--- src/combined_lcg_shuffle_random_generator_defines.svh ---
// Assertion macros shared by the combined LCG shuffle generator RTL.
// No dependencies; the including module must provide clk_i and rst_ni.
`ifndef COMBINED_LCG_SHUFFLE_RANDOM_GENERATOR_DEFINES_SVH
`define COMBINED_LCG_SHUFFLE_RANDOM_GENERATOR_DEFINES_SVH

// Same-cycle implication, sampled on the rising clock edge, off during reset.
`define CLSRG_ASSERT_NOW(label, ante, cons, msg) \
  label: assert property (@(posedge clk_i) disable iff (!rst_ni) (ante) |-> (cons)) \
    else $error(msg);

// Next-cycle implication, sampled on the rising clock edge, off during reset.
`define CLSRG_ASSERT_NEXT(label, ante, cons, msg) \
  label: assert property (@(posedge clk_i) disable iff (!rst_ni) (ante) |=> (cons)) \
    else $error(msg);

`endif

--- src/clsrg_pkg.sv ---
// Package for the combined LCG shuffle generator: widths, moduli and shared types.
// No dependencies; used by clsrg_mulmod, the top level and the testbench.
package clsrg_pkg;

  localparam int unsigned LcgW       = 31;
  localparam int unsigned FracW      = 24;
  localparam int unsigned InDataW    = ((LcgW + 7) / 8) * 8;
  localparam int unsigned OutFieldsW = LcgW + FracW;
  localparam int unsigned OutDataW   = ((OutFieldsW + 7) / 8) * 8;

  // Shuffle table geometry; the slot mapping assumes a power-of-two depth.
  localparam int unsigned TableDepth = 32;
  localparam int unsigned TableAw    = $clog2(TableDepth);
  localparam int unsigned WarmSteps  = TableDepth + 8;
  localparam int unsigned CntW       = $clog2(WarmSteps);

  // Moduli are 2^31 minus a small fold constant, so 2^31 folds back as that constant.
  localparam int unsigned MulW  = 16;
  localparam int unsigned FoldW = 8;
  localparam logic [LcgW-1:0]  Mod1  = 31'd2147483563;
  localparam logic [LcgW-1:0]  Mod2  = 31'd2147483399;
  localparam logic [MulW-1:0]  Mul1  = 16'd40014;
  localparam logic [MulW-1:0]  Mul2  = 16'd40692;
  localparam logic [FoldW-1:0] Fold1 = 8'd85;
  localparam logic [FoldW-1:0] Fold2 = 8'd249;

  localparam logic [LcgW-1:0] Span1       = 31'd2147483562;
  localparam logic [LcgW-1:0] FirstReset  = 31'd1;
  localparam logic [LcgW-1:0] SecondReset = 31'd123456789;
  localparam logic [FracW-1:0] FracMax    = 24'd16777214;

  localparam int unsigned SlotDivInt = 1 + 2147483562 / TableDepth;
  localparam int unsigned SlotShift  = LcgW - TableAw;
  localparam logic [SlotShift:0] SlotDiv = (SlotShift + 1)'(SlotDivInt);

  typedef enum logic {
    GEN_FIRST,
    GEN_SECOND
  } gen_sel_e;

  typedef struct packed {
    logic     start;
    gen_sel_e sel;
  } mul_req_t;

endpackage

--- src/clsrg_ram.sv ---
// Generic single-write, single-read RAM with a registered read port.
// No dependencies.
module clsrg_ram #(
  parameter int unsigned Width = 31,
  parameter int unsigned Depth = 32
) (
  input  logic                     clk_i,
  input  logic                     we_i,
  input  logic [$clog2(Depth)-1:0] waddr_i,
  input  logic [Width-1:0]         wdata_i,
  input  logic [$clog2(Depth)-1:0] raddr_i,
  output logic [Width-1:0]         rdata_o
);

  logic [Width-1:0] mem_q [Depth];
  logic [Width-1:0] rdata_q;

  always_ff @(posedge clk_i) begin
    if (we_i) begin
      mem_q[waddr_i] <= wdata_i;
    end
    rdata_q <= mem_q[raddr_i];
  end

  assign rdata_o = rdata_q;

endmodule

--- src/clsrg_mulmod.sv ---
// Shared modular multiplier: x * a mod (2^31 - k) for either generator, three stages.
// Depends on clsrg_pkg.
module clsrg_mulmod import clsrg_pkg::*; (
  input  logic            clk_i,
  input  logic            rst_ni,
  input  mul_req_t        req_i,
  input  logic [LcgW-1:0] operand_i,
  output logic            done_o,
  output logic [LcgW-1:0] result_o
);

  logic [LcgW+MulW-1:0]  prod_d, prod_q;
  logic [MulW-1:0]       mul_k;
  logic [FoldW-1:0]      fold_k;
  logic [MulW+FoldW-1:0] hi_scaled;
  logic [LcgW:0]         fold_d, fold_q;
  logic [LcgW:0]         fold_sub;
  logic [LcgW-1:0]       mod_sel;
  logic [LcgW-1:0]       res_d, res_q;
  gen_sel_e              sel1_q, sel2_q;
  logic                  vld1_q, vld2_q, vld3_q;

  // Stage one: the full product.
  assign mul_k  = (req_i.sel == GEN_SECOND) ? Mul2 : Mul1;
  assign prod_d = {{MulW{1'b0}}, operand_i} * {{LcgW{1'b0}}, mul_k};

  // Stage two: fold the bits above 2^31 back in; the sum stays below twice the modulus.
  assign fold_k    = (sel1_q == GEN_SECOND) ? Fold2 : Fold1;
  assign hi_scaled = {{FoldW{1'b0}}, prod_q[LcgW+MulW-1:LcgW]} * {{MulW{1'b0}}, fold_k};
  assign fold_d    = {1'b0, prod_q[LcgW-1:0]}
                   + {{(LcgW + 1 - MulW - FoldW){1'b0}}, hi_scaled};

  // Stage three: one conditional subtraction.
  assign mod_sel  = (sel2_q == GEN_SECOND) ? Mod2 : Mod1;
  assign fold_sub = fold_q - {1'b0, mod_sel};
  assign res_d    = (fold_q >= {1'b0, mod_sel}) ? fold_sub[LcgW-1:0] : fold_q[LcgW-1:0];

  always_ff @(posedge clk_i or negedge rst_ni) begin
    if (!rst_ni) begin
      vld1_q <= 1'b0;
      vld2_q <= 1'b0;
      vld3_q <= 1'b0;
    end else begin
      vld1_q <= req_i.start;
      vld2_q <= vld1_q;
      vld3_q <= vld2_q;
    end
  end

  always_ff @(posedge clk_i) begin
    prod_q <= prod_d;
    sel1_q <= req_i.sel;
    fold_q <= fold_d;
    sel2_q <= sel1_q;
    res_q  <= res_d;
  end

  assign done_o   = vld3_q;
  assign result_o = res_q;

endmodule

--- src/combined_lcg_shuffle_random_generator.sv ---
// Top level of the combined LCG generator with a shuffle table: sequencer and handshakes.
// Depends on clsrg_pkg, clsrg_mulmod, clsrg_ram and the assertion macro header.
//
//   Channel   Direction  Payload
//   s_axis    in         tuser = cmd, tdata = seed_value (32 bits, top bit ignored)
//   m_axis    out        tdata = draw_value, uniform_fraction (56 bits, top bit zero)
//
// A draw runs from acceptance through the slot, multiply and wait states to the
// finishing step that puts the result on m_axis; the three-stage modular
// multiplier is run twice in turn, once per generator. A reseed first runs 40
// warm-up steps on that multiplier, each a request and its result, then goes on as a draw.
// After reset both generators, the last output and the shuffle table hold their
// start values; the table is cleared by per-entry valid bits, not a sweep.
// A new item is taken only while the sequencer is idle; a result held on m_axis
// does not block acceptance, and only the finishing step waits for it to go.
`include "combined_lcg_shuffle_random_generator_defines.svh"

module combined_lcg_shuffle_random_generator import clsrg_pkg::*; (
  input  logic                clk_i,
  input  logic                rst_ni,
  input  logic                s_axis_tvalid_i,
  output logic                s_axis_tready_o,
  input  logic [InDataW-1:0]  s_axis_tdata_i,  // [30:0] seed_value
  input  logic                s_axis_tuser_i,  // [0] cmd
  output logic                m_axis_tvalid_o,
  input  logic                m_axis_tready_i,
  output logic [OutDataW-1:0] m_axis_tdata_o   // [30:0] draw_value, [54:31] uniform_fraction
);

  localparam logic [2:0] ST_IDLE       = 3'd0;
  localparam logic [2:0] ST_WARM_ISSUE = 3'd1;
  localparam logic [2:0] ST_WARM_WAIT  = 3'd2;
  localparam logic [2:0] ST_SLOT       = 3'd3;
  localparam logic [2:0] ST_MUL1       = 3'd4;
  localparam logic [2:0] ST_WAIT1      = 3'd5;
  localparam logic [2:0] ST_WAIT2      = 3'd6;
  localparam logic [2:0] ST_FIN        = 3'd7;

  logic [2:0]            state_d, state_q;
  logic [LcgW-1:0]       first_d, first_q;
  logic [LcgW-1:0]       second_d, second_q;
  logic [LcgW-1:0]       last_d, last_q;
  logic [CntW-1:0]       cnt_d, cnt_q;
  logic [TableAw-1:0]    slot_d, slot_q;
  logic [TableDepth-1:0] valid_d, valid_q;
  logic                  ent_valid_q;
  logic                  m_valid_d, m_valid_q;
  logic [OutDataW-1:0]   m_data_d, m_data_q;

  logic                  accept;
  logic                  out_free;
  logic                  fin_fire;
  logic [LcgW-1:0]       seed;
  mul_req_t              mul_req;
  logic [LcgW-1:0]       mul_operand;
  logic                  mul_done;
  logic [LcgW-1:0]       mul_res;
  logic                  ram_we;
  logic [TableAw-1:0]    ram_waddr;
  logic [LcgW-1:0]       ram_wdata;
  logic [LcgW-1:0]       ram_rdata;
  logic [LcgW-1:0]       entry;
  logic [TableAw-1:0]    slot_base;
  logic [TableAw:0]      slot_up;
  logic [TableAw:0]      slot_full;
  logic [LcgW+1:0]       slot_prod;
  logic [LcgW+1:0]       diff;
  logic [LcgW+1:0]       wrapped;
  logic [LcgW-1:0]       draw;
  logic [FracW-1:0]      frac;
  logic [LcgW-1:0]       m_draw;

  assign accept          = s_axis_tvalid_i && s_axis_tready_o;
  assign s_axis_tready_o = (state_q == ST_IDLE);
  assign out_free        = !m_valid_q || m_axis_tready_i;
  assign fin_fire        = (state_q == ST_FIN) && out_free;
  assign seed            = (s_axis_tdata_i[LcgW-1:0] == '0) ? FirstReset
                                                            : s_axis_tdata_i[LcgW-1:0];

  // The multiplier takes a request from the warm-up, from the draw's first multiply step, or
  // straight after the first generator's product returns.
  always_comb begin
    mul_req.start = 1'b0;
    mul_req.sel   = GEN_FIRST;
    if (state_q == ST_WARM_ISSUE || state_q == ST_MUL1) begin
      mul_req.start = 1'b1;
    end else if (state_q == ST_WAIT1 && mul_done) begin
      mul_req.start = 1'b1;
      mul_req.sel   = GEN_SECOND;
    end
  end
  assign mul_operand = (mul_req.sel == GEN_SECOND) ? second_q : first_q;

  clsrg_mulmod u_mulmod (
    .clk_i     (clk_i),
    .rst_ni    (rst_ni),
    .req_i     (mul_req),
    .operand_i (mul_operand),
    .done_o    (mul_done),
    .result_o  (mul_res)
  );

  // Warm-up fills entries from the top down; a draw refills the slot it read.
  assign ram_we    = (state_q == ST_WARM_WAIT && mul_done && cnt_q < CntW'(TableDepth))
                  || fin_fire;
  assign ram_waddr = (state_q == ST_FIN) ? slot_q : cnt_q[TableAw-1:0];
  assign ram_wdata = (state_q == ST_FIN) ? first_q : mul_res;

  clsrg_ram #(
    .Width (LcgW),
    .Depth (TableDepth)
  ) u_table (
    .clk_i   (clk_i),
    .we_i    (ram_we),
    .waddr_i (ram_waddr),
    .wdata_i (ram_wdata),
    .raddr_i (slot_q),
    .rdata_o (ram_rdata)
  );

  // An entry never written since reset reads as zero.
  assign entry = ent_valid_q ? ram_rdata : '0;

  // Slot = last output divided by a divisor just under 2^SlotShift: the shifted value
  // is the quotient or one short of it, and one product settles which.
  assign slot_base = last_q[LcgW-1:SlotShift];
  assign slot_up   = {1'b0, slot_base} + (TableAw + 1)'(1);
  assign slot_prod = {{(SlotShift + 1){1'b0}}, slot_up} * {{(TableAw + 1){1'b0}}, SlotDiv};
  assign slot_full = (slot_prod <= {2'b00, last_q}) ? slot_up : {1'b0, slot_base};
  assign slot_d    = (slot_full >= (TableAw + 1)'(TableDepth)) ? TableAw'(TableDepth - 1)
                                                              : slot_full[TableAw-1:0];

  // New output: table entry minus the second generator, wrapped up by the span when
  // it is not positive.
  assign diff    = {2'b00, entry} - {2'b00, second_q};
  assign wrapped = (diff[LcgW+1] || diff == '0) ? diff + {2'b00, Span1} : diff;
  assign draw    = wrapped[LcgW-1:0];

  // The Q0.24 fraction is the top 24 bits of the draw, save that all ones is clamped.
  assign frac = (draw[LcgW-1:LcgW-FracW] == '1) ? FracMax : draw[LcgW-1:LcgW-FracW];

  always_comb begin
    state_d   = state_q;
    first_d   = first_q;
    second_d  = second_q;
    last_d    = last_q;
    cnt_d     = cnt_q;
    valid_d   = valid_q;
    m_valid_d = m_valid_q;
    m_data_d  = m_data_q;

    if (m_axis_tready_i) begin
      m_valid_d = 1'b0;
    end

    case (state_q)
      ST_IDLE: begin
        if (accept) begin
          if (s_axis_tuser_i) begin
            first_d  = seed;
            second_d = seed;
            cnt_d    = CntW'(WarmSteps - 1);
            state_d  = ST_WARM_ISSUE;
          end else begin
            state_d = ST_SLOT;
          end
        end
      end
      ST_WARM_ISSUE: begin
        state_d = ST_WARM_WAIT;
      end
      ST_WARM_WAIT: begin
        if (mul_done) begin
          first_d = mul_res;
          if (cnt_q < CntW'(TableDepth)) begin
            valid_d[cnt_q[TableAw-1:0]] = 1'b1;
          end
          if (cnt_q == '0) begin
            last_d  = mul_res;
            state_d = ST_SLOT;
          end else begin
            cnt_d   = cnt_q - CntW'(1);
            state_d = ST_WARM_ISSUE;
          end
        end
      end
      ST_SLOT: begin
        state_d = ST_MUL1;
      end
      ST_MUL1: begin
        state_d = ST_WAIT1;
      end
      ST_WAIT1: begin
        if (mul_done) begin
          first_d = mul_res;
          state_d = ST_WAIT2;
        end
      end
      ST_WAIT2: begin
        if (mul_done) begin
          second_d = mul_res;
          state_d  = ST_FIN;
        end
      end
      ST_FIN: begin
        if (out_free) begin
          valid_d[slot_q] = 1'b1;
          last_d          = draw;
          m_valid_d       = 1'b1;
          m_data_d        = OutDataW'({frac, draw});
          state_d         = ST_IDLE;
        end
      end
      default: begin
        state_d = ST_IDLE;
      end
    endcase
  end

  always_ff @(posedge clk_i or negedge rst_ni) begin
    if (!rst_ni) begin
      state_q   <= ST_IDLE;
      first_q   <= FirstReset;
      second_q  <= SecondReset;
      last_q    <= '0;
      cnt_q     <= '0;
      valid_q   <= '0;
      m_valid_q <= 1'b0;
    end else begin
      state_q   <= state_d;
      first_q   <= first_d;
      second_q  <= second_d;
      last_q    <= last_d;
      cnt_q     <= cnt_d;
      valid_q   <= valid_d;
      m_valid_q <= m_valid_d;
    end
  end

  always_ff @(posedge clk_i) begin
    m_data_q <= m_data_d;
    if (state_q == ST_SLOT) begin
      slot_q <= slot_d;
    end
    ent_valid_q <= valid_q[slot_q];
  end

  assign m_axis_tvalid_o = m_valid_q;
  assign m_axis_tdata_o  = m_data_q;
  assign m_draw          = m_data_q[LcgW-1:0];

  `CLSRG_ASSERT_NEXT(a_busy_after_accept, accept, !s_axis_tready_o,
    "input accepted but block still ready in the next cycle")
  `CLSRG_ASSERT_NOW(a_mul_done_expected, mul_done,
    state_q == ST_WARM_WAIT || state_q == ST_WAIT1 || state_q == ST_WAIT2,
    "multiplier result returned while the sequencer was not waiting")
  `CLSRG_ASSERT_NEXT(a_warm_exit, state_q == ST_WARM_WAIT && mul_done && cnt_q == '0,
    state_q == ST_SLOT, "warm-up did not hand over to the draw")
  `CLSRG_ASSERT_NOW(a_draw_range, m_axis_tvalid_o, m_draw != '0 && m_draw <= Span1,
    "draw value outside its range")

endmodule

--- config.mk ---
export PLATFORM = sky130hd
export DESIGN_NAME = combined_lcg_shuffle_random_generator
export DESIGN_NICKNAME = d
export VERILOG_FILES = /design/src/clsrg_pkg.sv /design/src/clsrg_ram.sv /design/src/clsrg_mulmod.sv /design/src/combined_lcg_shuffle_random_generator.sv
export VERILOG_INCLUDE_DIRS = /design/src /design/src/src
export SDC_FILE = /design/constraint.sdc
export NUM_CORES = 2
export LEC_CHECK = 0
export ABC_CLOCK_PERIOD_IN_PS = 7600
export BUFFER_PORTS_ARGS = -buffer_cell sky130_fd_sc_hd__buf_2
export CAP_MARGIN = 10
export CORE_MARGIN = 2
export CORE_UTILIZATION = 45
export DETAILED_ROUTE_END_ITERATION = 10
export MAX_ROUTING_LAYER = met4
export SYNTH_ARGS = -nofsm -noshare
export SYNTH_HDL_FRONTEND = slang
export SYNTH_HIERARCHICAL = 1
export SYNTH_SLANG_ARGS = --single-unit
--- constraint.sdc ---
create_clock -name clk_i -period 7.6 [get_ports clk_i]
set_clock_uncertainty 0.05 [all_clocks]
set_input_delay 1.14 -clock clk_i [delete_from_list [all_inputs] [get_ports clk_i]]
set_output_delay 1.14 -clock clk_i [all_outputs]
set_load 0.005 [all_outputs]
; ---- Word level (Yosys, flattened, before mapping)
; Memory sizes are Yosys's and may differ from the RTL's. A register that Yosys moved wholly into a read port is not among the register bits.
; Index checks and enable logic that the tools add are counted.
[word_totals]
ram_bits = 992
wordCells = 136
ff_bits = 311
out_inout_bits = 58
mem_count = 1
input_bits = 37
[memory_table]
columns = name, depth, word_bits, rd, rd_ports_with_merged_regs, wr, line_no
row1 = u_table.mem_q, 32, 31, 1, 1, 1, clsrg_ram.sv:15  ; logic [Width-1:0] mem_q [Depth];
[op_classes]
bitwise = 2
add_sub_neg = 6
n_mux = 51
n_lt_le_gt_ge = 8
n_mul = 3
eq_ne = 18
reduce_logical = 28
[ops]
columns = op, n
row1 = 31-bit 2-to-1 mux, 12
row2 = 31-bit case mux with 2 select lines, 3
row3 = 32-bit 2-to-1 mux, 3
row4 = 32-bit OR, 2
row5 = 32-bit case mux with 2 select lines, 1
row6 = 31-bit by 16-bit multiplier with 47-bit output, 1
row7 = 33-bit logical NOT, 1
row8 = 31-bit by 24-bit adder with 32-bit output, 1
row9 = 32-bit by 31-bit greater-or-equal comparator with 1-bit output, 1
row10 = 32-bit by 31-bit <= comparator with 1-bit output, 1
row11 = 31-bit by 31-bit subtractor with 32-bit output, 1
row12 = 31-bit by 8-bit adder with 31-bit output (second input constant), 1
row13 = 31-bit logical NOT, 1
row14 = 6-bit by 25-bit multiplier with 31-bit output (second input constant), 1
row15 = 31-bit subtractor, 1
row16 = 6-bit 2-to-1 mux, 5
row17 = 24-bit == test (second input constant), 1
row18 = 16-bit by 8-bit multiplier with 24-bit output, 1
row19 = 3-bit case mux with 8 select lines, 1
row20 = 8-bit 2-to-1 mux, 2
row21 = 2-bit by 1-bit inequality test with 1-bit output (second input constant), 8
row22 = 4-bit AND reduction, 4
row23 = 3-bit 2-to-1 mux, 5
row24 = 3-bit == test (second input constant), 4
row25 = other kinds (25), 54

; ---- Depth between registers and ports, before layout
[depth]
word_depth = 8
ltp_mapped = 30
depth_no_buf = 28

; ---- Modules after synthesis
; The synthesis kept the hierarchy.
[modules_own_cells]
columns = mod, instances, area_each_um2, seq_area_each_um2, cells_each
row1 = clsrg_ram, 1, 39163.8, 30409.2, 2192
row2 = clsrg_mulmod, 1, 18863.1, 2297.2, 1916
row3 = combined_lcg_shuffle_random_generator, 1, 14694.1, 5221.3, 1695

; ---- Least setup slack after synthesis
; OpenSTA, ideal clock, no wires.
[synth_timing]
path_type = flip-flop to flip-flop
start = reg u_mulmod.vld3_q, in the netlist u_mulmod/done_o
end = reg u_mulmod.prod_q[45]
setup_time_ns = 0.122
arrival_time_ns = 7.157
period_less_slack_ns = 7.329
slack_ns = 0.271
path_buffers = 3
required_time_ns = 7.428
stages_incl_launch_ff = 25
cell_sequence = dfrtp_1 > clkbuf_1 > nor2b_1 > nand3_1 > clkbuf_1 > o21ai_0 > nand2_1 > fa_1 > fa_1 > inv_1 > fa_1 > fa_1 > fa_1 > inv_1 > fa_1 > inv_1 > ha_1 > clkbuf_1 > and3_1 > nor3_1 > o2111a_1 > or2_2 > o31ai_2 > a21oi_1 > a311o_1
[synth_between]
elab_chain_len = 5
word_cells_on_any_way = 6
cone_classes = 1 x mul / 4 x mux / 1 x reduce/logical
[synth_lines]
columns = item, line_no
row1 = "start, declared", clsrg_mulmod.sv:21  ; logic vld1_q, vld2_q, vld3_q;
row2 = "start signal, assigned", clsrg_mulmod.sv:46  ; vld3_q <= vld2_q;
row3 = 1-bit logical AND, combined_lcg_shuffle_random_generator.sv:87  ; end else if (state_q == ST_WAIT1 && mul_done) begin
row4 = 2-bit 2-to-1 mux, combined_lcg_shuffle_random_generator.sv:87
row5 = 1-bit 2-to-1 mux, combined_lcg_shuffle_random_generator.sv:85  ; if (state_q == ST_WARM_ISSUE || state_q == ST_MUL1) begin
row6 = 31-bit 2-to-1 mux, combined_lcg_shuffle_random_generator.sv:92  ; assign mul_operand = (mul_req.sel == GEN_SECOND) ? second_q : first_q;
row7 = via mul_operand[15], combined_lcg_shuffle_random_generator.sv:55  ; logic [LcgW-1:0] mul_operand;
row8 = 31-bit by 16-bit multiplier with 47-bit output, clsrg_mulmod.sv:25  ; assign prod_d = {{MulW{1'b0}}, operand_i} * {{LcgW{1'b0}}, mul_k};
row9 = via u_mulmod.prod_d[45], clsrg_mulmod.sv:12  ; logic [LcgW+MulW-1:0] prod_d, prod_q;
row10 = "end signal, assigned", clsrg_mulmod.sv:51  ; prod_q <= prod_d;
row11 = "end, declared", clsrg_mulmod.sv:12
; The timed path passes the listed nets, and every way through them passes these cells.
; A chain may end at the register's enable or synchronous reset.

; ---- Worst setup path after layout
[layout_timing]
start = reg state_q[1]
end = reg u_mulmod.prod_q[45]
[layout_between]
elab_chain_len = 6
word_cells_on_any_way = 10
cone_classes = 1 x mul / 3 x eq/ne / 4 x mux / 2 x reduce/logical
[layout_lines]
columns = item, line_no
row1 = "start, declared", combined_lcg_shuffle_random_generator.sv:39  ; logic [2:0] state_d, state_q;
row2 = "start signal, assigned", combined_lcg_shuffle_random_generator.sv:230  ; state_q <= state_d;
row3 = 3-bit == test, combined_lcg_shuffle_random_generator.sv:87
row4 = 1-bit logical AND, combined_lcg_shuffle_random_generator.sv:87
row5 = 2-bit 2-to-1 mux, combined_lcg_shuffle_random_generator.sv:87
row6 = 1-bit 2-to-1 mux *, combined_lcg_shuffle_random_generator.sv:85
row7 = 31-bit 2-to-1 mux *, combined_lcg_shuffle_random_generator.sv:92
row8 = via mul_operand[15], combined_lcg_shuffle_random_generator.sv:55
row9 = 31-bit by 16-bit multiplier with 47-bit output *, clsrg_mulmod.sv:25
row10 = via u_mulmod.prod_d[45], clsrg_mulmod.sv:12
; Mark *: on every way through the listed nets, which the timed path passes. The rest lies on a longest branch.

==> results.txt <==
----------------------------------------------------
[Worst setup path]
  Stage delay of the slowest cell on the critical path ... 0.55 ns
  Arrival @ worst endpoint ... 7.87 ns
  Largest fanout on the critical path ... 51
  Required time reported for the critical path endpoint ... 8.20 ns
  Kind of end point of the critical path ... register
  Cell chain of the critical path ... nor2b_1, nand3_2, buf_12, o21ai_0, nand2_1, fa_1, fa_1, inv_1, fa_1, fa_1, fa_1, inv_1, fa_1, inv_1, ha_1, a211o_1, nor3_1, o2111a_1, or2_2, o31ai_2, buf_4, a21oi_1, nor4_1, a311o_1
  Most frequent cell on the critical path ... sky130_fd_sc_hd__fa_1
  Number of buffers and inverters on the critical path ... 5
  Number of cell instances on the worst register-to-register path ... 24
  Family with the most delay on the worst path ... adder cells
  Reg2reg start ... state_q[1]
  Crit path kind ... reg2reg
  Capturing point of the worst reg2reg path ... u_mulmod/prod_q[45]
  Setup slack of the most critical reg-to-reg path ... 0.33 ns
  Worst setup SP type ... register
  Critical-path top delay cell ... sky130_fd_sc_hd__fa_1

[GRT]
  Overall routing resource usage ... 23.6%
  Total congestion overflow ... 0
  Initial antenna violation count ... 10
  Number of global-route vias before repair ... 45,200
  Pin count of the biggest net entering global routing ... 111
  Global-route wire length before repair ... 283,000 um

[STA]
  Number of endpoints with negative hold slack in the final report ... 0
  Timing-limited maximum frequency ... 138 MHz
  Count of pins over their slew limit ... 0
  Max-Slew Margin vs Limit ... 20.8%
  Setup slack of the critical path after layout ... 0.329 ns
  Worst-Margin Slew ... 1.18 ns
  Setup TNS ... 0 ns
  Final critical-path required period ... 7.27 ns
  Setup repair after global routing missed its margin ... false
  Share of the cycle needed by the critical path after routing ... 95.7%
  Final-report setup violation count ... 0

[Logic synthesis]
  Top post-synthesis cells by area ... sky130_fd_sc_hd__edfxtp_1 (43%), sky130_fd_sc_hd__fa_1 (11%), sky130_fd_sc_hd__mux2i_1 (7.9%)
  Async set-or-reset flop fraction in the synthesized netlist ... 10.4%
  Sequential share of the synthesized area ... 52.2%
  Number of synthesized flops with an enable pin ... 1,052
  Most frequently used cell type in the post-synthesis netlist ... sky130_fd_sc_hd__edfxtp_1
  Number of different library cells in the post-synthesis netlist ... 95
  Syn avg cell area ... 12.5 um2
  Synthesized netlist cell count ... 5,803
  Dominant synthesized flop cell ... sky130_fd_sc_hd__edfxtp_1
  Number of storage elements in the synthesis netlist ... 1,333
  Leading cell types by count after synthesis ... sky130_fd_sc_hd__edfxtp_1 (1,052), sky130_fd_sc_hd__inv_1 (615), sky130_fd_sc_hd__mux2i_1 (571), sky130_fd_sc_hd__nand2_1 (441), sky130_fd_sc_hd__fa_1 (390)
  Cell accounting for the most synthesized area ... sky130_fd_sc_hd__edfxtp_1
  Combined area of all synthesized cells ... 0.0727 mm2
  Yosys warning total ... 6
  Syn Nets ... 6,572
  Share of the synthesized area in the top cell type ... 43.4%

[Finish]
  Non-Filler Cell Area, Final ... 0.0813 mm2
  Layout overhead on the synthesized area ... 11.8%
  Post-layout instance count excluding filler cells ... 8,242
  Proportion of layout cells with a drive suffix above 1 ... 9.68%
  Net total in the final layout ... 6,726

[Clock network]
  TritonCTS clock tree ... done
  Clock buffers created by TritonCTS ... 141
  CTS H-Tree Depth ... 4
  Root Buffer ... sky130_fd_sc_hd__clkbuf_16
  CTS Hold Buffers Added ... 0
  Clk sink count ... 1,333
  Number of buffers added for setup after CTS ... 0
  Maximum buffer depth of the clock tree ... 3
  Worst-Skew Late Latency ... 0.79 ns
  CTS clock-pin slew for the worst setup and hold paths ... 0.07 ns

[Detailed routing]
  Post-detailed-route DRC marker count ... 0
  Post-DR vias/cell ... 5.50
  Router iterations before antenna repair ... 5
  Post-DR wirelength/cell ... 22.9 um
  Total via count in the routed design ... 45,300
  Aggregate routed wire length ... 188,000 um
  Count of routing violations after the opening detailed-route iteration ... 3,615
  Number of nets with antenna violations after routing ... 0

[Placed design]
  Final weighted congestion of routability-driven global placement ... 0.911
  Number of buffers inserted by port buffering ... 92
  Total cell area at the placement stage ... 0.0764 mm2
  Number of cells after detailed placement ... 7,966
  Pre-CTS setup slack ... 0.111 ns
  Post-detailed-placement half-perimeter wirelength ... 129,000 um

[Job]
  Count of maximum capacitance violations ... 0

[Worst hold path]
  Start point of the worst min-delay path ... u_mulmod/vld1_q
  Worst Hold Endpoint ... u_mulmod/vld2_q
  Class of the tightest hold or removal check ... reg2reg
  Worst hold path depth ... 0

[Die]
  Total die area ... 0.165 mm2
  Row Count ... 147
  Placeable core region ... 0.161 mm2
  Initial core utilization ... 45.3%
  Number of top-level pins ... 95
  DIE HEIGHT ... 406 um
  Die outline width ... 406 um

[Run status]
  Status ... finished, final reports clean

----------------------------------------------------
## cell usage in the layout, fill, tap and decap left out, types with 78 or more instances in the layout
cell | Yosys | routed
sky130_fd_sc_hd__a21oi_1 | 253 | 250
sky130_fd_sc_hd__a22oi_1 | 130 | 130
sky130_fd_sc_hd__buf_2 | 35 | 91
sky130_fd_sc_hd__buf_4 | 35 | 154
sky130_fd_sc_hd__clkbuf_16 | 0 | 141
sky130_fd_sc_hd__dfrtp_1 | 121 | 121
sky130_fd_sc_hd__dfxtp_1 | 143 | 143
sky130_fd_sc_hd__edfxtp_1 | 1052 | 1052
sky130_fd_sc_hd__fa_1 | 390 | 390
sky130_fd_sc_hd__ha_1 | 342 | 342
sky130_fd_sc_hd__inv_1 | 615 | 614
sky130_fd_sc_hd__mux2i_1 | 571 | 571
sky130_fd_sc_hd__nand2_1 | 441 | 440
sky130_fd_sc_hd__nand3_1 | 133 | 131
sky130_fd_sc_hd__nor2_1 | 202 | 166
sky130_fd_sc_hd__nor3_1 | 78 | 78
sky130_fd_sc_hd__o21ai_0 | 160 | 144
sky130_fd_sc_hd__xnor2_1 | 102 | 101
## repair_timing
item                                    4_1_cts  5_1_grt
hold endpoints to repair                      0        0
endpoints found under the setup margin        0       15
gates resized for setup                       0       10
## worst max-delay path by stage
stage | start | endpoint | cells after the start
after detailed placement | state_q[1] | u_mulmod/prod_q[42] | 26
after global routing | state_q[1] | u_mulmod/prod_q[45] | 24
after floorplan | u_mulmod/done_o | u_mulmod/prod_q[45] | 24
final | state_q[1] | u_mulmod/prod_q[45] | 24
after global placement | state_q[1] | u_mulmod/prod_q[42] | 26
after CTS | state_q[1] | u_mulmod/prod_q[42] | 26
## worst register-to-register path, cell delays in order, from the launching register on
cell,delay [ns]
sky130_fd_sc_hd__dfrtp_1,0.38
sky130_fd_sc_hd__nor2b_1,0.18
sky130_fd_sc_hd__nand3_2,0.18
sky130_fd_sc_hd__buf_12,0.22
sky130_fd_sc_hd__o21ai_0,0.45
sky130_fd_sc_hd__nand2_1,0.22
sky130_fd_sc_hd__fa_1,0.52
sky130_fd_sc_hd__fa_1,0.54
sky130_fd_sc_hd__inv_1,0.05
sky130_fd_sc_hd__fa_1,0.54
sky130_fd_sc_hd__fa_1,0.45
sky130_fd_sc_hd__fa_1,0.55
sky130_fd_sc_hd__inv_1,0.06
sky130_fd_sc_hd__fa_1,0.52
sky130_fd_sc_hd__inv_1,0.04
sky130_fd_sc_hd__ha_1,0.31
sky130_fd_sc_hd__a211o_1,0.30
sky130_fd_sc_hd__nor3_1,0.27
sky130_fd_sc_hd__o2111a_1,0.29
sky130_fd_sc_hd__or2_2,0.15
sky130_fd_sc_hd__o31ai_2,0.08
sky130_fd_sc_hd__buf_4,0.16
sky130_fd_sc_hd__a21oi_1,0.26
sky130_fd_sc_hd__nor4_1,0.10
sky130_fd_sc_hd__a311o_1,0.29
## per-layer routing
| layer | up-vias | global-route usage, % | wire length [um] |
|---|---|---|---|
| li1 | 21000 | - | - |
| met1 | 22900 | 31.6 | 82600 |
| met2 | 1189 | 37.5 | 90200 |
| met3 | 269 | 3.45 | 10300 |
| met4 | 0 | 7.02 | 5210 |
| met5 | - | - | 0 |
## flip-flops by register name, indices dropped and copies added, names as in the netlist, 32 cells and up
name             count
u_table/mem_q      992
valid_q             32
u_mulmod/fold_q     32
m_axis_tdata_o      55
u_mulmod/prod_q     46
## through the flow
stage	util, %	hold slack, ns
floorplan	-	0.281
global placement	47.6	0.283
detailed placement	47.6	0.287
CTS	50.5	0.302
global route	50.6	0.310
finish	50.6	0.304
## logic make-up after synthesis
group	synth area share, %
AO/OA/AOI/OAI	8.53
multiplexers	8.18
AND/OR/NAND/NOR	7.75
buffers and inverters	4.77
flip-flops	52.2
adder cells (fa/ha/maj)	16.6
other	0.0103
XOR/XNOR	1.97
## layout make-up
cell class	instances	area, um2
tap	2160	2700
fill	13900	79200
clock inverter	84	992
timing repair buffer	261	1980
sequential	1333	37900
clock buffer	177	3700
multi-input combinational	3605	31700
inverter	615	2310
antenna	7	17.5
Power is not shown: default switching activity piles up to over one toggle a cycle in this logic, so the estimate is an artifact.
